**config.mk**
```make
export PLATFORM = sky130hd
export DESIGN_NAME = pwsd_lane
export DESIGN_NICKNAME = d
export VERILOG_FILES = /design/src/sv/pwsd_pkg.sv /design/src/sv/pwsd_lane.sv
export SDC_FILE = /design/constraint.sdc
export NUM_CORES = 1
export LEC_CHECK = 0
export ABC_AREA = 1
export BUFFER_PORTS_ARGS = -buffer_cell sky130_fd_sc_hd__buf_2
export CAP_MARGIN = 20
export CORE_AREA = 2 2 75 130
export CTS_BUF_LIST = sky130_fd_sc_hd__clkbuf_2 sky130_fd_sc_hd__clkbuf_4 sky130_fd_sc_hd__clkbuf_8
export DETAILED_ROUTE_END_ITERATION = 10
export DIE_AREA = 0 0 77 132
export GPL_TIMING_DRIVEN = 0
export PLACE_DENSITY = 0.65
export SYNTH_ARGS = -nofsm -noshare
export SYNTH_HDL_FRONTEND = slang
export SYNTH_SLANG_ARGS = --single-unit
```
**constraint.sdc**
```tcl
create_clock -name clk -period 5.2 [get_ports clk]
set_clock_uncertainty 0.2 [all_clocks]
set_input_delay 0.26 -clock clk [delete_from_list [all_inputs] [get_ports clk]]
set_output_delay 0.26 -clock clk [all_outputs]
set_load 0.05 [all_outputs]
```
**src/sv/pwsd_pkg.sv**
```systemverilog
// ----------------------------------------------------------------------------
// pwsd_pkg
// Shared types and constants for the pulse width span discriminator: field
// widths, register indexes and the structs passed between the lanes and the
// merge stage.
// ----------------------------------------------------------------------------
package pwsd_pkg;

  // Field widths fixed by the interface.
  localparam int BIN_W   = 13;
  localparam int LANE_W  = 6;
  localparam int CHAN_W  = 64;
  localparam int ADDR_W  = 3;
  localparam int DATA_W  = 32;

  // Bins at or above this index are ignored (frame start is still honored).
  localparam int TIME_BINS = 8192;

  // Register indexes on the configuration port.
  localparam logic [0:0] REG_MIN_WIDTH = 1'b0;
  localparam logic [0:0] REG_MIN_SPAN  = 1'b1;

  // Reset values of the configuration registers.
  localparam logic [BIN_W-1:0] MIN_WIDTH_RST = BIN_W'(10);
  localparam logic [BIN_W-1:0] MIN_SPAN_RST  = BIN_W'(50);

  // Thresholds seen by every lane.
  typedef struct packed {
    logic [BIN_W-1:0] min_width;
    logic [BIN_W-1:0] min_span;
  } pwsd_cfg_t;

  // Per-bin command broadcast to every lane.
  typedef struct packed {
    logic             clear;    // frame start on an accepted word
    logic             process;  // accepted word with a bin in range
    logic [BIN_W-1:0] bin;
  } pwsd_step_t;

  // What one lane found in the current bin.
  typedef struct packed {
    logic             acc;      // a pulse ended here and passed both tests
    logic [BIN_W-1:0] start;    // its start bin
  } pwsd_lane_res_t;

endpackage

```
**src/sv/pwsd_lane.sv**
```systemverilog
// ----------------------------------------------------------------------------
// pwsd_lane
// One channel lane: tracks the open pulse and the last accepted start, and
// flags a pulse that ends in this bin and passes the width and span tests.
// ----------------------------------------------------------------------------
module pwsd_lane (
  input  logic                    clk,
  input  logic                    rst_n,
  input  pwsd_pkg::pwsd_cfg_t     cfg,
  input  pwsd_pkg::pwsd_step_t    step,
  input  logic                    hit,
  output pwsd_pkg::pwsd_lane_res_t res
);
  import pwsd_pkg::*;

  logic             in_pulse_r, in_pulse_nxt;
  logic [BIN_W-1:0] start_r, start_nxt;
  logic [BIN_W-1:0] las_r, las_nxt;

  // State as seen by this bin, after a frame start has cleared it.
  logic             ip_eff;
  logic [BIN_W-1:0] start_eff;
  logic [BIN_W-1:0] las_eff;

  logic [BIN_W:0]   width_diff;
  logic [BIN_W:0]   span_diff;
  logic             width_ok;
  logic             span_ok;
  logic             falling;
  logic             pass;

  assign ip_eff    = step.clear ? 1'b0 : in_pulse_r;
  assign start_eff = step.clear ? '0 : start_r;
  assign las_eff   = step.clear ? '0 : las_r;

  // Signed differences: the top bit marks a negative result.
  assign width_diff = {1'b0, step.bin} - {1'b0, start_eff};
  assign span_diff  = {1'b0, start_eff} - {1'b0, las_eff};
  assign width_ok   = !width_diff[BIN_W] && (width_diff[BIN_W-1:0] >= cfg.min_width);
  assign span_ok    = (las_eff == '0) ||
                      (!span_diff[BIN_W] && (span_diff[BIN_W-1:0] >= cfg.min_span));

  assign falling = step.process && !hit && ip_eff;
  assign pass    = falling && width_ok && span_ok;

  assign res.acc   = pass;
  assign res.start = start_eff;

  // Edge tracking and accepted-start bookkeeping.
  always_comb begin
    in_pulse_nxt = ip_eff;
    start_nxt    = start_eff;
    las_nxt      = las_eff;
    if (step.process && hit && !ip_eff) begin
      in_pulse_nxt = 1'b1;
      start_nxt    = step.bin;
    end else if (falling) begin
      in_pulse_nxt = 1'b0;
      if (pass) begin
        las_nxt = start_eff;
      end
    end
  end

  always_ff @(posedge clk) begin
    if (!rst_n) begin
      in_pulse_r <= 1'b0;
      start_r    <= '0;
      las_r      <= '0;
    end else begin
      in_pulse_r <= in_pulse_nxt;
      start_r    <= start_nxt;
      las_r      <= las_nxt;
    end
  end

endmodule

```
; Word-level counts from Yosys, hierarchy flattened
; Cells that the tools add are included.
[op_classes]
add_sub_neg = 2
n_lt_le_gt_ge = 2
muxes = 9
reduce_logical = 14
[ops]
columns = operator, count
row1 = $mux W13, 6
row2 = $sub A13 B13 Y14, 2
row3 = $ge A13 B13 Y1, 2
row4 = $logic_not A13 Y1, 1
row5 = $logic_and A1 B1 Y1, 8
row6 = $logic_not A1 Y1, 4
row7 = $mux W1, 3
row8 = $logic_or A1 B1 Y1, 1
[totals]
regBits = 27
inputBits = 44
out_inout_bits = 14
word_cells = 30

; Depth between registers and ports, before layout
; Gate-level depths: netlist (run 1).
[logic_depth]
depth_word = 9
ltp_mapped = 26
ltp_nobuf = 24

; Worst setup path before layout (run 1)
; No wires, ideal clock.
[synth_timing]
path_kind = in2out
from = in step[14] (netlist bit)
to = out res[13] (netlist bit)
t_arrival_ns = 3.491
required_time_ns = 4.740
slack_ns = 1.249
cell_stages = 25
n_path_buf = 3
path_cell_list = inv_2 buf_6 buf_2 nand2_1 inv_1 ha_1 nand2_1 nand2_1 nand2_1 nand3_1 a21oi_1 o21bai_1 xor2_1 ha_1 nand2_1 nor2_1 inv_1 nor2_1 nand2_1 nand3_1 nand2_1 nand2_4 nand2_4 inv_2 buf_4
[synth_lines]
columns = item, line
row1 = start: declaration, pwsd_lane.sv:10  ; input pwsd_pkg::pwsd_step_t step,
row2 = end: declaration, pwsd_lane.sv:12  ; output pwsd_pkg::pwsd_lane_res_t res

; Worst setup path in the final report (run 1)
[layout_timing]
from = in step[14] (netlist bit)
to = out res[13] (netlist bit)
[layout_between]
elab_chain_cells = 6
elab_cells_between_ends = 16
classes_between = add/sub (2) / order compare (2) / mux (3) / reduce/logical (9)
[layout_lines]
columns = item, line
row1 = $mux W13 (on tied branches), "pwsd_lane.sv:33, pwsd_lane.sv:34"
row2 = $sub A13 B13 Y14 (on tied branches), "pwsd_lane.sv:37, pwsd_lane.sv:38"
row3 = $ge A13 B13 Y1 (tied with other cells), pwsd_lane.sv:39  ; assign width_ok = !width_diff[BIN_W] && (width_diff[BIN_W-1:0] >= cfg.min_width);
row4 = $logic_and A1 B1 Y1 (on tied branches), "pwsd_lane.sv:39, pwsd_lane.sv:41"
row5 = $logic_and A1 B1 Y1 or $logic_or A1 B1 Y1 (tied branches), "pwsd_lane.sv:44, pwsd_lane.sv:40"
row6 = $logic_and A1 B1 Y1 *, pwsd_lane.sv:44  ; assign pass = falling && width_ok && span_ok;
; Mark *: on every way between the ends. The rest lies on a longest branch, timed or not.

==> out/qor.tcl, run 1 <==
set qor(grt_setup_unrepaired) {false}
set qor(power.switching_uw) 235
set qor(final_cell_count_no_fill) 669
set qor(min-delay-path-class) {input port to flip-flop}
set qor(muxShareOfSynthArea_pct) 0
set qor(ys_seq_area_share_pct) 17.4
set qor(setup.worst_path.class) {input port to output port}
set qor(required_ns) 4.74
set qor(hpwlAfterDp_um) 6470
set qor(worst_ir_drop_vdd_mv) 0.0771
set qor(startpoint_type) {input port}
set qor(globalRouteTotalUtil_pct) 15.3
set qor(compound_gate_portion_of_the_synthesized_area_pct) 13.5
set qor(synth_top_family_by_area) {simple AND/OR/NAND/NOR gates}
set qor(detail_route.drc_violations) 0
set qor(worst_path_buffer_plus_inverter_count) 9
set qor(critical_path.max_stage_delay_ns) 0.29
set qor(design.die.area_um2) 10200
set qor(worst_path_most_repeated_cell) {sky130_fd_sc_hd__nand2_1}
set qor(final-hold-violation-count) 0
set qor(dp_cells) 665
set qor(finalNetCount) 648
set qor(final-setup-viol-count) 0
set qor(filler_cell_count) 1032
set qor(synth_fp_nets) 587
set qor(pre_cts_slack_ns) 0.569
set qor(num_rows) 46
set qor(async_reset_ff_share_pct) 0
set qor(totalNegativeSetupSlack_ns) 0
set qor(final.period_utilization_pct) 87.7
set qor(fp.coreArea_um2) 9090
set qor(setup_ws_ns) 0.642
set qor(clock_power_share_pct) 20.7
set qor(mostFrequentLayoutCell) {sky130_fd_sc_hd__nand2_1}
set qor(layout.cells.most_common_list) {111 x sky130_fd_sc_hd__nand2_1, 94 x sky130_fd_sc_hd__inv_1, 57 x sky130_fd_sc_hd__buf_2}
set qor(synth_cell_type_count) 30
set qor(cpMaxStageDelayCell) {sky130_fd_sc_hd__ha_1}
set qor(synthAdderAreaFrac_pct) 22.3
set qor(worst_slew_margin_rel_pct) 69.8
set qor(clock_tree.buffer_depth) 2
set qor(vias_per_cell) 4.57
set qor(grt_antenna_before_repair) 0
set qor(synth_simple_gate_area_share_pct) 26.8
set qor(die_width_um) 77
set qor(numClockSinks) 27
set qor(design_power_total_uw) 609
set qor(final_cell_area_um2) 3580
set qor(synth.avg_cell_area_um2) 6.34
set qor(number_of_flops_mapped_to_enable_cells_by_yosys) 0
set qor(r2r_start) {start_r[0]$_SDFF_PN0_}
set qor(path_delay_family) {buffers and inverters}
set qor(post-cts-setup-buffers) 0
set qor(dpl-instance-area_um2) 3530
set qor(path_max_fanout) 10
set qor(grt_start_max_net_pins) 17
set qor(antennaDiodeCount) 0
set qor(cts_tree) {done}
set qor(via_count) 3057
set qor(finalHoldWorstSlack_ns) 0.0372
set qor(postCtsHoldBufs) 0
set qor(clk_root_buffer_cell) {sky130_fd_sc_hd__clkbuf_8}
set qor(clk_pin_slew_ns) 0.10
set qor(place.port_buffers) 56
set qor(start_util_pct) 34.1
set qor(die-height_um) 132
set qor(static-leakage-power_nw) 2.10
set qor(gpl.final_weighted_congestion) 0.817
set qor(wire_length_of_the_first_global_routing_pass_um) 13000
set qor(ys_seq_elements) 27
set qor(synth-xor-area-share_pct) 6.21
set qor(area.growth.synth_to_final_pct) 15.5
set qor(finished_core_util_pct) 39.4
set qor(holdCritStartpoint) {step[0]}
set qor(synth_flop_cell) {sky130_fd_sc_hd__dfxtp_1}
set qor(cts_max_level) 1
set qor(power.sequential.fraction_pct) 35.2
set qor(netlist_area_um2) 3100
set qor(max_cap_viol_count) 0
set qor(ctsResizeCount) 0
set qor(worstSetupStartpoint) {step[14]}
set qor(clock_latency_on_the_worst_skew_pair_ns) 0.29
set qor(p_int_uw) 374
set qor(tritoncts.num_buffers) 3
set qor(drive_gt1_share_pct) 13.8
set qor(number_of_global_route_vias_before_repair) 3066
set qor(power_density_nw_per_um2) 170
set qor(routed_wire_length_per_instance_um) 11.1
set qor(max_freq_ghz) 0.219
set qor(worstSetupEndpointType) {output port}
set qor(timing_worst_slew_pin_value_ns) 0.453
set qor(final_max_slew_viol_count) 0
set qor(drt_first_pass_iters) 4
set qor(total_global_routing_overflow) 0
set qor(drt_antenna_net_count) 0
set qor(comb_power_share_pct) 44.1
set qor(min_period_ns) 4.56
set qor(syn-instance-count) 489
set qor(power.switching_fraction_pct) 38.6
set qor(outcome) {completed}
set qor(synthesis.yosys.warnings) 0
set qor(drt_iter0_markers) 54
set qor(floorplan.io_pins) 58
set qor(wirelength_um) 7450
set qor(worst-endpoint-arrival_ns) 4.10
[path summary, 6_finish.rpt]
check | depth (start not counted) | to | slack [ns]
setup / recovery | 27 | res[13] | 0.64
hold / removal | 3 | start_r[0]$_SDFF_PN0_ | 0.04
setup reg to reg | 20 | las_r[3]$_SDFF_PN0_ | 1.47
hold reg to reg | 2 | start_r[9]$_SDFF_PN0_ | 0.31
[metal layers]
layer  routed length, µm  up-vias  GRT usage (%)  part of all wire (%)
li1                    -     1671              -                     -
met1                2930     1317           15.6                    39
met2                4090       54           30.7                    55
met3                 203       15           1.03                   2.7
met4                 225        0           6.75                   3.0
met5                   0        -              0                     0
[kinds of logic after synthesis]
| logic type | after synthesis |
|---|---|
| AO/OA/AOI/OAI | 82 |
| AND/OR/NAND/NOR | 196 |
| buffers and inverters | 108 |
| flip-flops | 27 |
| adder cells (fa/ha/maj) | 54 |
| XOR/XNOR | 22 |
[power groups by stage]
stage / clock (mW) / sequential [mW] / combinational (mW)
after floorplan: 0 / 0.219 / 0.205
after global placement: 0 / 0.219 / 0.264
after detailed placement: 0 / 0.219 / 0.271
after CTS: 0.127 / 0.214 / 0.272
after global routing: 0.136 / 0.215 / 0.318
final: 0.126 / 0.214 / 0.268
[sequential cells by signal, indices dropped and copies added (netlist names)]
| name | flops |
|---|---|
| in_pulse_r | 1 |
| las_r | 13 |
| start_r | 13 |
[area by class of cell]
type / count / area (µm²) / share of cell area [%]
buffer: 9 / 57.6 / 1.61
clock buffer: 3 / 41.3 / 1.15
clock inverter: 1 / 7.51 / 0.210
inverter: 99 / 372 / 10.4
multi-input combinational: 354 / 2130 / 59.5
sequential: 27 / 541 / 15.1
tap: 120 / 150 / 4.19
timing repair buffer: 56 / 280 / 7.83
[tightest hold or removal path, delay by kind of cell]
kind | cells | cell delay [ns]
buffers and inverters | 2 | 0.17
AO/OA/AOI/OAI | 1 | 0.06
[cell usage after synthesis (2+ instances only)]
cell | instances | area share, %
sky130_fd_sc_hd__nand2_1 | 111 | 13
sky130_fd_sc_hd__inv_1 | 94 | 11
sky130_fd_sc_hd__a21oi_1 | 55 | 8.9
sky130_fd_sc_hd__ha_1 | 52 | 21
sky130_fd_sc_hd__nor2_1 | 39 | 4.7
sky130_fd_sc_hd__nand3_1 | 29 | 4.7
sky130_fd_sc_hd__dfxtp_1 | 27 | 17
sky130_fd_sc_hd__o21ai_0 | 18 | 2.9
sky130_fd_sc_hd__xor2_1 | 13 | 3.7
sky130_fd_sc_hd__xnor2_1 | 9 | 2.5
sky130_fd_sc_hd__nor3_1 | 5 | 0.81
sky130_fd_sc_hd__o21ai_1 | 5 | 0.81
sky130_fd_sc_hd__inv_2 | 4 | 0.48
sky130_fd_sc_hd__clkbuf_1 | 3 | 0.36
sky130_fd_sc_hd__nand2_2 | 3 | 0.61
sky130_fd_sc_hd__a31oi_1 | 2 | 0.40
sky130_fd_sc_hd__buf_4 | 2 | 0.48
sky130_fd_sc_hd__buf_6 | 2 | 0.73
sky130_fd_sc_hd__fa_1 | 2 | 1.3
sky130_fd_sc_hd__nand2_4 | 2 | 0.73
sky130_fd_sc_hd__nand3b_1 | 2 | 0.48
sky130_fd_sc_hd__nand4_1 | 2 | 0.40
No activity file was read; power rests on OpenSTA's default activity.
==> inputs of run 2 (changes only) <==
--- a/config.mk
+++ b/config.mk
@@ -8,10 +8,10 @@
 export ABC_AREA = 1
 export BUFFER_PORTS_ARGS = -buffer_cell sky130_fd_sc_hd__buf_2
 export CAP_MARGIN = 20
-export CORE_AREA = 2 2 75 130
+export CORE_AREA = 3 3 76 131
 export CTS_BUF_LIST = sky130_fd_sc_hd__clkbuf_2 sky130_fd_sc_hd__clkbuf_4 sky130_fd_sc_hd__clkbuf_8
 export DETAILED_ROUTE_END_ITERATION = 10
-export DIE_AREA = 0 0 77 132
+export DIE_AREA = 0 0 79 134
 export GPL_TIMING_DRIVEN = 0
 export PLACE_DENSITY = 0.65
 export SYNTH_ARGS = -nofsm -noshare
==> out/qor.tcl, run 2 (synthesis gave the netlist of run 1 again) <==
set qor(outcome) {completed}
set qor(num_rows) 46
set qor(worst-endpoint-arrival_ns) 4.11
set qor(total_global_routing_overflow) 0
set qor(wire_length_of_the_first_global_routing_pass_um) 12700
set qor(path_max_fanout) 10
set qor(drt_first_pass_iters) 6
set qor(die-height_um) 134
set qor(totalNegativeSetupSlack_ns) 0
set qor(place.port_buffers) 56
set qor(filler_cell_count) 1026
set qor(worst_path_buffer_plus_inverter_count) 7
set qor(design.die.area_um2) 10600
set qor(cts_max_level) 1
set qor(final-setup-viol-count) 0
set qor(die_width_um) 79
set qor(static-leakage-power_nw) 2.10
set qor(floorplan.io_pins) 58
set qor(clock_tree.buffer_depth) 2
set qor(clock_latency_on_the_worst_skew_pair_ns) 0.27
set qor(worst_slew_margin_rel_pct) 71.2
set qor(critical_path.max_stage_delay_ns) 0.41
set qor(final.period_utilization_pct) 87.9
set qor(via_count) 3061
set qor(grt_setup_unrepaired) {false}
set qor(detail_route.drc_violations) 0
set qor(vias_per_cell) 4.58
set qor(setup.worst_path.class) {input port to output port}
set qor(cpMaxStageDelayCell) {sky130_fd_sc_hd__fa_1}
set qor(drt_iter0_markers) 76
set qor(finalHoldWorstSlack_ns) 0.0699
set qor(clk_root_buffer_cell) {sky130_fd_sc_hd__clkbuf_8}
set qor(grt_start_max_net_pins) 15
set qor(max_cap_viol_count) 0
set qor(fp.coreArea_um2) 9090
set qor(worst_path_most_repeated_cell) {sky130_fd_sc_hd__nand2_1}
set qor(dp_cells) 665
set qor(drt_antenna_net_count) 0
set qor(number_of_global_route_vias_before_repair) 3097
set qor(crit_chain) {buf_2 -> inv_2 -> buf_6 -> nand2_1 -> inv_1 -> ha_1 -> fa_1 -> o21ai_1 -> a21oi_1 -> nor3_1 -> nor2_1 -> xnor2_1 -> ha_1 -> nand2_1 -> nor2_1 -> and2_1 -> nand2_1 -> nand3_1 -> nand2_1 -> nor2_4 -> nand2_4 -> inv_2 -> buf_4 -> buf_2}
set qor(area.growth.synth_to_final_pct) 15.5
set qor(numClockSinks) 27
set qor(cts_tree) {done}
set qor(drive_gt1_share_pct) 13.8
set qor(tritoncts.num_buffers) 3
set qor(ctsResizeCount) 0
set qor(globalRouteTotalUtil_pct) 14.4
set qor(worst_ir_drop_vdd_mv) 0.0792
set qor(routed_wire_length_per_instance_um) 11.2
set qor(postCtsHoldBufs) 0
set qor(min-delay-path-class) {input port to flip-flop}
set qor(mostFrequentLayoutCell) {sky130_fd_sc_hd__nand2_1}
set qor(wirelength_um) 7480
set qor(start_util_pct) 34.1
set qor(startpoint_type) {input port}
set qor(max_freq_ghz) 0.219
set qor(worstSetupEndpointType) {output port}
set qor(timing_worst_slew_pin_value_ns) 0.432
set qor(antennaDiodeCount) 0
set qor(required_ns) 4.74
set qor(grt_antenna_before_repair) 0
set qor(min_period_ns) 4.57
set qor(final_cell_count_no_fill) 669
set qor(layout_top_registers) {las_r: 13 flops, start_r: 13 flops, in_pulse_r: 1 flops}
set qor(final_max_slew_viol_count) 0
set qor(final-hold-violation-count) 0
set qor(ff_latch_area_um2) 541
set qor(layout.cells.most_common_list) {111 x sky130_fd_sc_hd__nand2_1, 94 x sky130_fd_sc_hd__inv_1, 57 x sky130_fd_sc_hd__buf_2}
set qor(hpwlAfterDp_um) 6640
set qor(gpl.final_weighted_congestion) 0.839
set qor(post-cts-setup-buffers) 0
set qor(clk_pin_slew_ns) 0.09
set qor(multi_input_area_um2) 2130
set qor(path_delay_family) {simple AND/OR/NAND/NOR gates}
set qor(power_density_nw_per_um2) 169
set qor(finalNetCount) 648
## run 2: changes by cell type in the layout (fill, tap and decap cells not counted)
cell / change
sky130_fd_sc_hd__clkinvlp_4: -1
sky130_fd_sc_hd__clkbuf_4: +1
## run 2: worst min-delay path, cell delays in order
cell	delay [ns]
sky130_fd_sc_hd__buf_2	0.08
sky130_fd_sc_hd__inv_1	0.05
sky130_fd_sc_hd__a21oi_1	0.12
## run 2: routing by layer
metal  wire (µm)  track usage, %  vias up
met5           0               0        -
met4          89            4.49        0
met3         220            1.08        4
met2        4300            30.0       47
met1        2880            14.2     1340
li1            -               -     1670
## run 2: path summary, 6_finish.rpt
kind                         start                    end  slack [ns]  cells after the start
max reg2reg  start_r[0]$_SDFF_PN0_    las_r[1]$_SDFF_PN0_        1.38                     20
min                        step[0]  start_r[0]$_SDFF_PN0_        0.07                      3
min reg2reg  in_pulse_r$_SDFF_PN0_  in_pulse_r$_SDFF_PN0_        0.31                      2
max                       step[14]                res[13]        0.63                     24
## run 2: power by group
group,switching [mW],internal [mW]
Sequential,0.00162,0.213
Combinational,0.162,0.107
Clock,0.0627,0.0600
Total,0.226,0.379
## run 2: layout make-up
type                       instances  area share (%)
clock buffer                       4            1.36
buffer                             9            1.61
tap                              120            4.19
sequential                        27            15.1
timing repair buffer              56            7.83
multi-input combinational        354            59.5
inverter                          99            10.4
## run 2: per-stage QoR
step	setup slack, ns	cell area (µm²)	total power, mW	utilization [%]
after floorplan	1.25	3100	0.423	-
after global placement	0.629	3530	0.483	38.8
after detailed placement	0.574	3530	0.491	38.8
after CTS	0.566	3580	0.616	39.4
after global routing	0.288	3580	0.661	39.4
final	0.631	3580	0.606	39.4
