$ cat config.mk
export PLATFORM = sky130hd
export DESIGN_NAME = pwsd_merge
export DESIGN_NICKNAME = d
export VERILOG_FILES = /design/src/sv/pwsd_pkg.sv /design/src/sv/pwsd_merge.sv
export SDC_FILE = /design/constraint.sdc
export NUM_CORES = 1
export LEC_CHECK = 0
export BUFFER_PORTS_ARGS = -buffer_cell sky130_fd_sc_hd__buf_2
export CAP_MARGIN = 25
export CORE_AREA = 8 8 367 369
export CTS_BUF_LIST = sky130_fd_sc_hd__clkbuf_8
export CTS_CLUSTER_DIAMETER = 80
export DETAILED_ROUTE_END_ITERATION = 7
export DIE_AREA = 0 0 375 377
export GPL_TIMING_DRIVEN = 0
export PLACE_DENSITY = 0.53
export SYNTH_ARGS = -nofsm -noshare
export SYNTH_HDL_FRONTEND = slang
export SYNTH_SLANG_ARGS = --single-unit
$ cat constraint.sdc
create_clock -name clk -period 5.5 [get_ports clk]
set_input_delay 0.55 -clock clk [delete_from_list [all_inputs] [get_ports clk]]
set_output_delay 0.55 -clock clk [all_outputs]
set_load 0.005 [all_outputs]
$ cat src/sv/pwsd_pkg.sv
// ----------------------------------------------------------------------------
// pwsd_pkg
// Shared types and constants for the pulse width span discriminator: field
// widths, register indexes and the structs passed between the lanes and the
// merge stage.
// ----------------------------------------------------------------------------
package pwsd_pkg;

  // Field widths fixed by the interface.
  localparam int BIN_W   = 13;
  localparam int LANE_W  = 6;
  localparam int CHAN_W  = 64;
  localparam int ADDR_W  = 3;
  localparam int DATA_W  = 32;

  // Bins at or above this index are ignored (frame start is still honored).
  localparam int TIME_BINS = 8192;

  // Register indexes on the configuration port.
  localparam logic [0:0] REG_MIN_WIDTH = 1'b0;
  localparam logic [0:0] REG_MIN_SPAN  = 1'b1;

  // Reset values of the configuration registers.
  localparam logic [BIN_W-1:0] MIN_WIDTH_RST = BIN_W'(10);
  localparam logic [BIN_W-1:0] MIN_SPAN_RST  = BIN_W'(50);

  // Thresholds seen by every lane.
  typedef struct packed {
    logic [BIN_W-1:0] min_width;
    logic [BIN_W-1:0] min_span;
  } pwsd_cfg_t;

  // Per-bin command broadcast to every lane.
  typedef struct packed {
    logic             clear;    // frame start on an accepted word
    logic             process;  // accepted word with a bin in range
    logic [BIN_W-1:0] bin;
  } pwsd_step_t;

  // What one lane found in the current bin.
  typedef struct packed {
    logic             acc;      // a pulse ended here and passed both tests
    logic [BIN_W-1:0] start;    // its start bin
  } pwsd_lane_res_t;

endpackage

$ cat src/sv/pwsd_merge.sv
// ----------------------------------------------------------------------------
// pwsd_merge
// Merge stage: takes one bin's accepted pulses from all lanes, emits them one
// per cycle while out_ready allows, ascending by lane, via an output register.
// ----------------------------------------------------------------------------
module pwsd_merge #(
  parameter int LANES = 64
) (
  input  logic                     clk,
  input  logic                     rst_n,
  input  logic                     load,
  input  logic [pwsd_pkg::BIN_W-1:0] end_bin,
  input  pwsd_pkg::pwsd_lane_res_t lane_res [LANES],
  output logic                     take_ok,
  output logic                     out_valid,
  input  logic                     out_ready,
  output logic [pwsd_pkg::LANE_W-1:0] out_lane,
  output logic [pwsd_pkg::BIN_W-1:0]  out_start_time,
  output logic [pwsd_pkg::BIN_W-1:0]  out_pulse_width,
  output logic [pwsd_pkg::BIN_W-1:0]  out_end_time,
  output logic                     out_last
);
  import pwsd_pkg::*;

  localparam int IDX_W = (LANES > 1) ? $clog2(LANES) : 1;

  logic [LANES-1:0] pend_r, pend_nxt;
  logic [BIN_W-1:0] start_r [LANES];
  logic [BIN_W-1:0] end_r;

  logic [LANES-1:0] low;
  logic [LANES-1:0] rest;
  logic [LANES-1:0] new_mask;
  logic [IDX_W-1:0] sel_idx;
  logic [BIN_W-1:0] sel_start;
  logic             pop;

  logic             out_valid_r, out_valid_nxt;
  logic [LANE_W-1:0] lane_r;
  logic [BIN_W-1:0] ostart_r;
  logic [BIN_W-1:0] owidth_r;
  logic [BIN_W-1:0] oend_r;
  logic             olast_r;

  // Lowest pending lane and what remains after it.
  assign low  = pend_r & (~pend_r + LANES'(1));
  assign rest = pend_r & ~low;
  assign pop  = (pend_r != '0) && (!out_valid_r || out_ready);

  // A new word is taken once the current batch is empty or leaves now.
  assign take_ok = (pend_r == '0) || ((rest == '0) && pop);

  // One-hot selection of the lowest pending lane.
  always_comb begin
    sel_idx   = '0;
    sel_start = '0;
    for (int i = 0; i < LANES; i++) begin
      new_mask[i] = lane_res[i].acc;
      if (low[i]) begin
        sel_idx   = sel_idx | IDX_W'(i);
        sel_start = sel_start | start_r[i];
      end
    end
  end

  // Pending mask: loaded with a new bin, else drained one lane at a time.
  always_comb begin
    pend_nxt = pend_r;
    if (load) begin
      pend_nxt = new_mask;
    end else if (pop) begin
      pend_nxt = rest;
    end
  end

  // Output register valid.
  always_comb begin
    out_valid_nxt = out_valid_r;
    if (pop) begin
      out_valid_nxt = 1'b1;
    end else if (out_ready) begin
      out_valid_nxt = 1'b0;
    end
  end

  always_ff @(posedge clk) begin
    if (!rst_n) begin
      pend_r      <= '0;
      out_valid_r <= 1'b0;
    end else begin
      pend_r      <= pend_nxt;
      out_valid_r <= out_valid_nxt;
    end
  end

  // Batch payload capture.
  always_ff @(posedge clk) begin
    if (load) begin
      end_r <= end_bin;
      for (int i = 0; i < LANES; i++) begin
        start_r[i] <= lane_res[i].start;
      end
    end
  end

  // Output payload.
  always_ff @(posedge clk) begin
    if (pop) begin
      lane_r   <= LANE_W'(sel_idx);
      ostart_r <= sel_start;
      owidth_r <= end_r - sel_start;
      oend_r   <= end_r;
      olast_r  <= (rest == '0);
    end
  end

  assign out_valid       = out_valid_r;
  assign out_lane        = lane_r;
  assign out_start_time  = ostart_r;
  assign out_pulse_width = owidth_r;
  assign out_end_time    = oend_r;
  assign out_last        = olast_r;

endmodule

Word level (Yosys, flattened, before mapping)
Memories as Yosys holds them, arrays and structs flattened. Cells that the tools add are included.

Mux-type cells: 129. Add/sub/neg operators: 2. Bitwise operators: 67. Reductions and logical operators: 15.

Operator list (count): 13-bit two-way mux (64); 13-bit OR (63); 64-bit two-way mux (3); 64-bit AND (2); 64-bit zero test (2); 64-bit inverter (2); 5-bit two-way mux (16); 64-bit by 1-bit adder with 64-bit output (second input constant) (1); 4-bit two-way mux (16); 64-bit nonzero test (1); 3-bit two-way mux (12); 32-bit OR reduction (1); 2-bit two-way mux (8); 16-bit OR reduction (1); 13-bit subtractor (1); 1-bit two-way mux (10); 8-bit OR reduction (1); 2-bit nonzero test (2); 4-bit OR reduction (1); 1-bit logical AND (2); 1-bit logical OR (2); 2-bit OR reduction (1); 1-bit zero test (1).

Memories: 1. Flip-flop bits (word level): 124. Memory bits (writable): 832. Output and inout port bits: 48. Logic and storage cells: 227. Input port bits: 913.

Memory list: start_r (depth 64, width 13, read ports 64, clocked after memory_dff 0, write ports 64, RTL line pwsd_merge.sv:28) `logic [BIN_W-1:0] start_r [LANES];`.

Depth between registers and ports, before layout
Gate-level depths: netlist of run 1.

Depth after elaboration: 131. Mapped depth: 23. Gate-level depth less buffers: 18.

Worst setup path after synthesis of run 1
No wires, ideal clock.

Path kind: reg2reg. Start point: register pend_r[34]. End point: register owidth_r[11] (netlist: out_pulse_width[11]), data pin. Period minus slack after synthesis: 4.615 ns. Library setup time: 0.262 ns. Path buffers: 2. Data required time: 5.238 ns. Arrival: 4.353 ns. Cell stages (with the launch flop): 20. Slack: 0.885 ns. Path through: dfxtp_1 buf_2 or4_1 or4_1 nor4_2 and3_1 clkbuf_1 a2111oi_0 and3_1 nand4_1 and4b_1 ha_1 nor2b_1 o21ai_0 a21boi_0 o21a_1 o21ai_0 a21oi_1 o31ai_1 xnor2_1.

Word-level cells in the longest chain between the ends: 63.

RTL lines: start: declaration (RTL line pwsd_merge.sv:27) `logic [LANES-1:0] pend_r, pend_nxt;`; start signal: assignment (RTL line pwsd_merge.sv:91) `pend_r <= pend_nxt;`; 64-bit inverter (RTL line pwsd_merge.sv:46) `assign low = pend_r & (~pend_r + LANES'(1));`; 64-bit by 1-bit adder with 64-bit output (RTL line pwsd_merge.sv:46); 64-bit AND * (RTL line pwsd_merge.sv:46); 13-bit two-way mux (RTL line pwsd_merge.sv:59) `if (low[i]) begin`; 13-bit OR (RTL line pwsd_merge.sv:61) `sel_start = sel_start | start_r[i];`; 13-bit two-way mux (RTL line pwsd_merge.sv:59); 13-bit OR (RTL line pwsd_merge.sv:61); 13-bit two-way mux (RTL line pwsd_merge.sv:59); (+47 left out); 13-bit two-way mux (RTL line pwsd_merge.sv:59); 13-bit OR (RTL line pwsd_merge.sv:61); 13-bit two-way mux (RTL line pwsd_merge.sv:59); 13-bit OR (RTL line pwsd_merge.sv:61); 13-bit two-way mux (RTL line pwsd_merge.sv:59); 13-bit OR (RTL line pwsd_merge.sv:61); 13-bit two-way mux * (RTL line pwsd_merge.sv:59); 13-bit subtractor * (RTL line pwsd_merge.sv:111) `owidth_r <= end_r - sel_start;`; end signal: assignment (RTL line pwsd_merge.sv:111); end: declaration (RTL line pwsd_merge.sv:41) `logic [BIN_W-1:0] owidth_r;`.

Every way passes the cells marked *; elsewhere a longest branch is shown, timed or not. A chain may end at the register's enable or synchronous reset.

Final worst setup path of run 1
Start point: register pend_r[2]. End point: register owidth_r[10] (netlist: out_pulse_width[10]), data pin.

Word-level cells in the longest chain between the ends: 127.

RTL lines (RTL line): 64-bit inverter (pwsd_merge.sv:46); 64-bit by 1-bit adder with 64-bit output (pwsd_merge.sv:46); 64-bit AND * (pwsd_merge.sv:46); 13-bit two-way mux (pwsd_merge.sv:59); 13-bit OR (pwsd_merge.sv:61); 13-bit two-way mux (pwsd_merge.sv:59); 13-bit OR (pwsd_merge.sv:61); 13-bit two-way mux (pwsd_merge.sv:59); (+111 left out); 13-bit two-way mux (pwsd_merge.sv:59); 13-bit OR (pwsd_merge.sv:61); 13-bit two-way mux (pwsd_merge.sv:59); 13-bit OR (pwsd_merge.sv:61); 13-bit two-way mux (pwsd_merge.sv:59); 13-bit OR (pwsd_merge.sv:61); 13-bit two-way mux * (pwsd_merge.sv:59); 13-bit subtractor * (pwsd_merge.sv:111).

Marked as above.

==> results of run 1 <==
-- layout make-up --
type | count | share of cell area
inverter | 50 | 0.003181
buffer | 113 | 0.01160
multi-input combinational | 1271 | 0.1602
timing repair buffer | 2002 | 0.2608
clock buffer | 171 | 0.03989
antenna | 41 | 0.001739
tap | 1675 | 0.03552
sequential | 956 | 0.4760
clock inverter | 133 | 0.01111
-- worst max-delay path: stages (launching register included) --
cell and delay [ns]:
dfxtp_4 0.37, buf_8 0.15, or3_1 0.19, clkdlybuf4s15_1 0.68, o22ai_1 0.40, a221oi_1 0.71
and4_1 0.40, nand4_1 0.10, buf_4 0.18, nor4bb_2 0.32, ha_1 0.31, nor2b_2 0.17
o21ai_2 0.18, a21boi_2 0.10, o211ai_1 0.18, nand2_1 0.10, nand4_1 0.15, buf_4 0.13
nand3b_1 0.11, xor2_1 0.17
-- registers in the layout, indices dropped and copies added, names as in the netlist --
| register | cells |
|---|---|
| out_end_time | 13 |
| out_start_time | 13 |
| pend_r | 64 |
| out_valid | 1 |
| out_lane | 6 |
| out_last | 1 |
| start_r | 832 |
| end_r | 13 |
| out_pulse_width | 13 |
-- metal layers --
metal | vias up | part of all wire | GRT usage
li1 | 14377 | - | -
met5 | - | 0.00055 | 0
met1 | 16949 | 0.38 | 0.3543
met2 | 2268 | 0.48 | 0.4602
met4 | 12 | 0.043 | 0.1224
met3 | 450 | 0.098 | 0.07093
-- cells in the mapped netlist, types with 14 or more instances --
cell type / n / share of area
nor2b_1: 19 / 0.0032
a222oi_1: 51 / 0.014
o21ai_0: 44 / 0.0059
nor2_1: 49 / 0.0049
o311ai_0: 14 / 0.0033
a32oi_1: 14 / 0.0033
edfxtp_1: 891 / 0.72
and4_1: 23 / 0.0054
inv_1: 49 / 0.0049
or3_1: 16 / 0.0027
buf_2: 20 / 0.0027
and2_1: 31 / 0.0052
or4_1: 27 / 0.0054
dfxtp_1: 65 / 0.035
nor3_1: 42 / 0.0056
a221oi_1: 37 / 0.0087
nand2_1: 173 / 0.017
nand3_1: 73 / 0.0098
and3_1: 47 / 0.0079
o211ai_1: 24 / 0.0048
clkbuf_1: 115 / 0.012
nor4_1: 54 / 0.0090
a22oi_1: 147 / 0.030
a22o_1: 48 / 0.011
a21oi_1: 30 / 0.0040
a21boi_0: 52 / 0.010
nand4_1: 76 / 0.013
-- per-stage QoR --
step                hold slack [ns]  setup TNS (ns)
floorplan                    0.4264               0
finish                       0.1031               0
detailed placement           0.4451          -17.61
global placement             0.4401        -9012.72
CTS                        0.003868        -0.04810
global route                0.06442               0
-- power by group through the flow --
stage,sequential (W),clock [W],combinational (W)
2_1_floorplan,0.00896,0,0.000559
3_3_place_gp,0.00926,0,0.00161
3_5_place_dp,0.00909,0,0.00167
4_1_cts,0.00897,0.00618,0.00232
5_1_grt,0.00903,0.00648,0.00250
6_report,0.00900,0.00609,0.00239
-- cells by family after synthesis --
family | count (synthesis)
DFF | 956
and+or+nand+nor | 684
AOI/OAI and AO/OA | 562
buffers and inverters | 192
adders and majority gates | 15
xor gates and xnor gates | 9
muxes | 1
-- what timing repair did --
| action | in CTS | in global routing |
|---|---|---|
| pin swaps | 38 | 38 |
| setup endpoints to repair | 16 | 7 |
| hold endpoints to repair | 908 | 0 |
| gates resized for setup | 191 | 111 |
| hold buffers | 908 | 0 |
| buffers inserted | 39 | 21 |
-- path summary, 6_finish.rpt --
path              cells after the start  slack, ns                             to
setup / recovery                     19       0.13  out_pulse_width[10]$_DFFE_PP_
hold / removal                        2       0.10        pend_r[33]$_SDFFE_PN0P_
setup reg to reg                     19       0.13  out_pulse_width[10]$_DFFE_PP_
hold reg to reg                       0       0.47      out_end_time[2]$_DFFE_PP_
==> flow_metrics.tcl, run 1 <==
set metrics [dict create \
    final.setup_skew_ns 0.04100 \
    insertion_delay_ns 0.89 \
    avgViaCountPerCell 5.311 \
    fin_total_pwr_w 0.01748 \
    arrival_ns 6.01 \
    fmax_mhz 186.2 \
    status "finished clean" \
    antenna_found_initial 51 \
    setup_viol 0 \
    track_usage 0.2816 \
    slew_viol_final 0 \
    synthMuxAreaShare 0.0002677 \
    final_core_util 0.4586 \
    timing.final.ws_setup_ns 0.1288 \
    p_clk_frac 0.348 \
    multi_input_area_um2 9449 \
    start_util 0.2906 \
    htreeDepth 4 \
    crit_path_start_kind "flip-flop" \
    cp-end-kind "flip-flop" \
    core_um2 128700 \
    required_ns 6.14 \
    tritoncts "yes" \
    p_sw_w 0.004751 \
    p_int_w 0.01273 \
    fin_nets 5489 \
    pin_count 961 \
    dieArea_um2 141400 \
    seqCellArea_um2 28090 \
    cts.clk_slew.worst_paths_ns 0.06 \
    die_x_um 375 \
    seq_area_frac_synth 0.7505 \
    cp_max_fo 10 \
    syn_inst 2419 \
    syn_to_final_growth_pct 57.81 \
    yosys.area_share.simple 0.1027 \
    syn-mean-instance-area_um2 15.46 \
    synth_xor_area_frac 0.002477 \
    overflow 0 \
    r2r-start "pend_r[2]$_SDFFE_PN0P_" \
    synth_edf_count 891 \
    rsz0062_at_grt "no" \
    crit_type "flip-flop to flip-flop" \
    dp_slack_ns -1.950 \
    port_buffers 959 \
    root_buffer "clkbuf_8" \
    maxCapViolCount 0 \
    synthArstFlopShare 0 \
    route.detailed.drc 0 \
    layout_common_cells "buf_2 (975), dlygate4sd3_1 (908), edfxtp_1 (891), clkbuf_8 (172), nand2_1 (170)" \
    finalHoldViolations 0 \
    syn_nets 3345 \
    grt_pass1_wl_um 278200 \
    ys_types 77 \
    drtAntennaViolNets 0 \
    synth_warnings 0 \
    fill_cells 11410 \
    dpl_cell_area_um2 45430 \
    drtIter0Drc 4283 \
    final-instance-count-excl-fill 6412 \
    min_from "rst_n" \
    switching_share 0.2718 \
    synth_ff_type "edfxtp_1" \
    syn_area_um2 37390 \
    ir_worst_vdd_mv 0.2164 \
    worstMarginPinSlew_ns 1.068 \
    final.period_utilization 0.9766 \
    cts_max_path_buffers 3 \
    dpl.hpwl_um 155700 \
    routed_wl_um 208300 \
    gp_congestion 0.9549 \
    p_per_area_nw_per_um2 296.2 \
    comb_power_share 0.137 \
    drive_gt1_frac 0.3224 \
    die_h_um 377 \
    cts_buffers 169 \
    startpoint "pend_r[2]$_SDFFE_PN0P_" \
    placedCellCount 5128 \
    grt_pass1_vias 35387 \
    grt_max_degree 133 \
    max-slew-margin-rel 0.2879 \
    power_frac_seq 0.515 \
    drt_first_pass_iters 8 \
    fin_area_um2 59000 \
    synthAdderAreaFrac 0.005087 \
    hp-class "input port to flip-flop" \
    final_common_cell "buf_2" \
    cts_sinks 956 \
    vias 34056 \
    wl_per_cell_um 32.49 \
    synth-seq-cells 956 \
    synth_top_family_by_area "compound AO/OA/AOI/OAI gates" \
    rows 132 \
    synth_compound_area_frac 0.1187 \
    finalCriticalPeriod_ns 5.371 \
    p_leak_nw 23.04 \
]
No activity file was read; power rests on OpenSTA's default activity.
==> run 2, diff against run 1 <==
Settings changed: CELL_PAD_IN_SITES_DETAIL_PLACEMENT set to 0, CELL_PAD_IN_SITES_GLOBAL_PLACEMENT set to 1, PLACE_DENSITY 0.53 to 0.62.
==> run 2 against run 1 <==
Compared with the run above: clock skew rose by 0.028 ns; critical endpoint is now out_pulse_width[12]$_DFFE_PP_; largest cell class unchanged; largest power group unchanged; critical path depth fell by 3; critical path type unchanged; worst hold slack improved by 0.026 ns; non-clock buffer count fell by 5.
==> flow_metrics.tcl, run 2 (synthesized netlist as in run 1, its figures left out) <==
set metrics [dict create \
    max-slew-margin-rel 0.06143 \
    dieArea_um2 141400 \
    arrival_ns 6.04 \
    path_cells "nor4_2, buf_2, nand4_1, buf_4, nor3_4, buf_6, clkbuf_2, a221oi_1, nand4_1, nor4_1, and4_1, ha_1, and3_1, a21oi_1, a31oi_2, xnor3_1" \
    final-instance-count-excl-fill 6418 \
    cts_buffers 169 \
    crit_type "flip-flop to flip-flop" \
    start_util 0.2906 \
    grt_pass1_wl_um 278300 \
    root_buffer "clkbuf_8" \
    layout_common_cells "buf_2 (977), dlygate4sd3_1 (907), edfxtp_1 (891), clkbuf_8 (178), nand2_1 (171)" \
    required_ns 6.13 \
    tritoncts "yes" \
    vias 34071 \
    hp-class "input port to flip-flop" \
    cts_sinks 956 \
    fin_nets 5484 \
    rows 132 \
    htreeDepth 4 \
    maxCapViolCount 0 \
    finalHoldViolations 0 \
    cts_max_path_buffers 3 \
    avgViaCountPerCell 5.309 \
    drtIter0Drc 4164 \
    cp-end-kind "flip-flop" \
    critPathMaxStageDelay_ns 0.91 \
    track_usage 0.2815 \
    whs_ns 0.1292 \
    worstMarginPinSlew_ns 1.405 \
    layout_top_registers "start_r x832, pend_r x64" \
    route.detailed.drc 0 \
    die_x_um 375 \
    syn_to_final_growth_pct 58.16 \
    final.setup_skew_ns 0.06928 \
    wl_per_cell_um 32.44 \
    pin_count 961 \
    largest_register_ffs 832 \
    final_common_cell "buf_2" \
    grt_pass1_vias 35596 \
    p_per_area_nw_per_um2 301.1 \
    cts.clk_slew.worst_paths_ns 0.06 \
    drive_gt1_frac 0.3222 \
    cp_max_fo 10 \
    final.period_utilization 0.9844 \
    gp_congestion 0.9575 \
    antenna_found_initial 59 \
    fmax_mhz 184.7 \
    status "finished clean" \
    tns_ns 0 \
    routed_wl_um 208200 \
    drtAntennaViolNets 0 \
    placedCellCount 5132 \
    regMostFlops "start_r" \
    core_um2 128700 \
    setup_viol 0 \
    dpl.hpwl_um 156300 \
    slew_viol_final 0 \
    slowest_stage "nor4_1" \
    critPathMostFrequentCell "nand4_1" \
    drt_first_pass_iters 6 \
    insertion_delay_ns 0.89 \
    port_buffers 959 \
    die_h_um 377 \
    ir_worst_vdd_mv 0.2446 \
    crit_path_start_kind "flip-flop" \
    grt_max_degree 136 \
    overflow 0 \
    finalCriticalPeriod_ns 5.414 \
    p_leak_nw 23.11 \
]
==> run 2: worst paths after layout <==
path | startpoint | end | slack [ns] | cells past startpoint
hold reg to reg | end_r[3]$_DFFE_PP_ | out_end_time[3]$_DFFE_PP_ | 0.48 | 0
setup reg to reg | pend_r[18]$_SDFFE_PN0P_ | out_pulse_width[12]$_DFFE_PP_ | 0.09 | 16
hold / removal | lane_res[895] | pend_r[0]$_SDFFE_PN0P_ | 0.13 | 4
setup / recovery | pend_r[18]$_SDFFE_PN0P_ | out_pulse_width[12]$_DFFE_PP_ | 0.09 | 16
==> run 2: layer usage <==
| metal | track usage | wire length [um] | vias up |
|---|---|---|---|
| li1 | - | - | 14369 |
| met1 | 0.3513 | 80990 | 17061 |
| met2 | 0.4633 | 99210 | 2164 |
| met3 | 0.07317 | 18720 | 467 |
| met4 | 0.1196 | 9247 | 10 |
| met5 | 0 | 63 | - |
==> run 2: timing repair <==
item                                    4_1_cts  5_1_grt
cloned                                        0        0
pin swaps                                    45       28
resized for setup                           213       80
hold buffers                                907        0
endpoints found under the hold margin       909        0
endpoints found under the setup margin       15        7
buffers inserted                             44        6
==> run 2: area by class of cell <==
type / instances / area [um^2]
buffer: 115 / 699.4
multi-input combinational: 1271 / 9455
clock inverter: 133 / 814.5
inverter: 50 / 187.7
clock buffer: 173 / 2381
sequential: 956 / 28080
fill: 11467 / 69530
antenna: 50 / 125.1
timing repair buffer: 1995 / 15290
tap: 1675 / 2096
==> run 2: through the flow <==
step	instance area (um^2)	util	total power [W]	setup WS, ns
floorplan	37390	-	0.009518	0.8847
global placement	44280	0.3442	0.01087	-12.89
detailed placement	45430	0.3531	0.01076	-1.957
CTS	58750	0.4567	0.01779	0.0008655
global route	59100	0.4594	0.01834	-0.0008589
finish	59130	0.4596	0.01780	0.08605
==> run 2: critical path, delay by kind of cell (launching register included) <==
kind | cells | cell delay (ns)
compound gates | 3 | 0.81
fa+ha+maj | 1 | 0.36
simple gates | 7 | 2.39
xor+xnor | 1 | 0.22
flops | 1 | 0.48
buf+inv | 4 | 0.88
==> run 2: power breakdown <==
| group | internal [W] | switching [W] |
|---|---|---|
| clock | 0.00317 | 0.00324 |
| sequential | 0.00867 | 0.000319 |
| combinational | 0.00112 | 0.00128 |
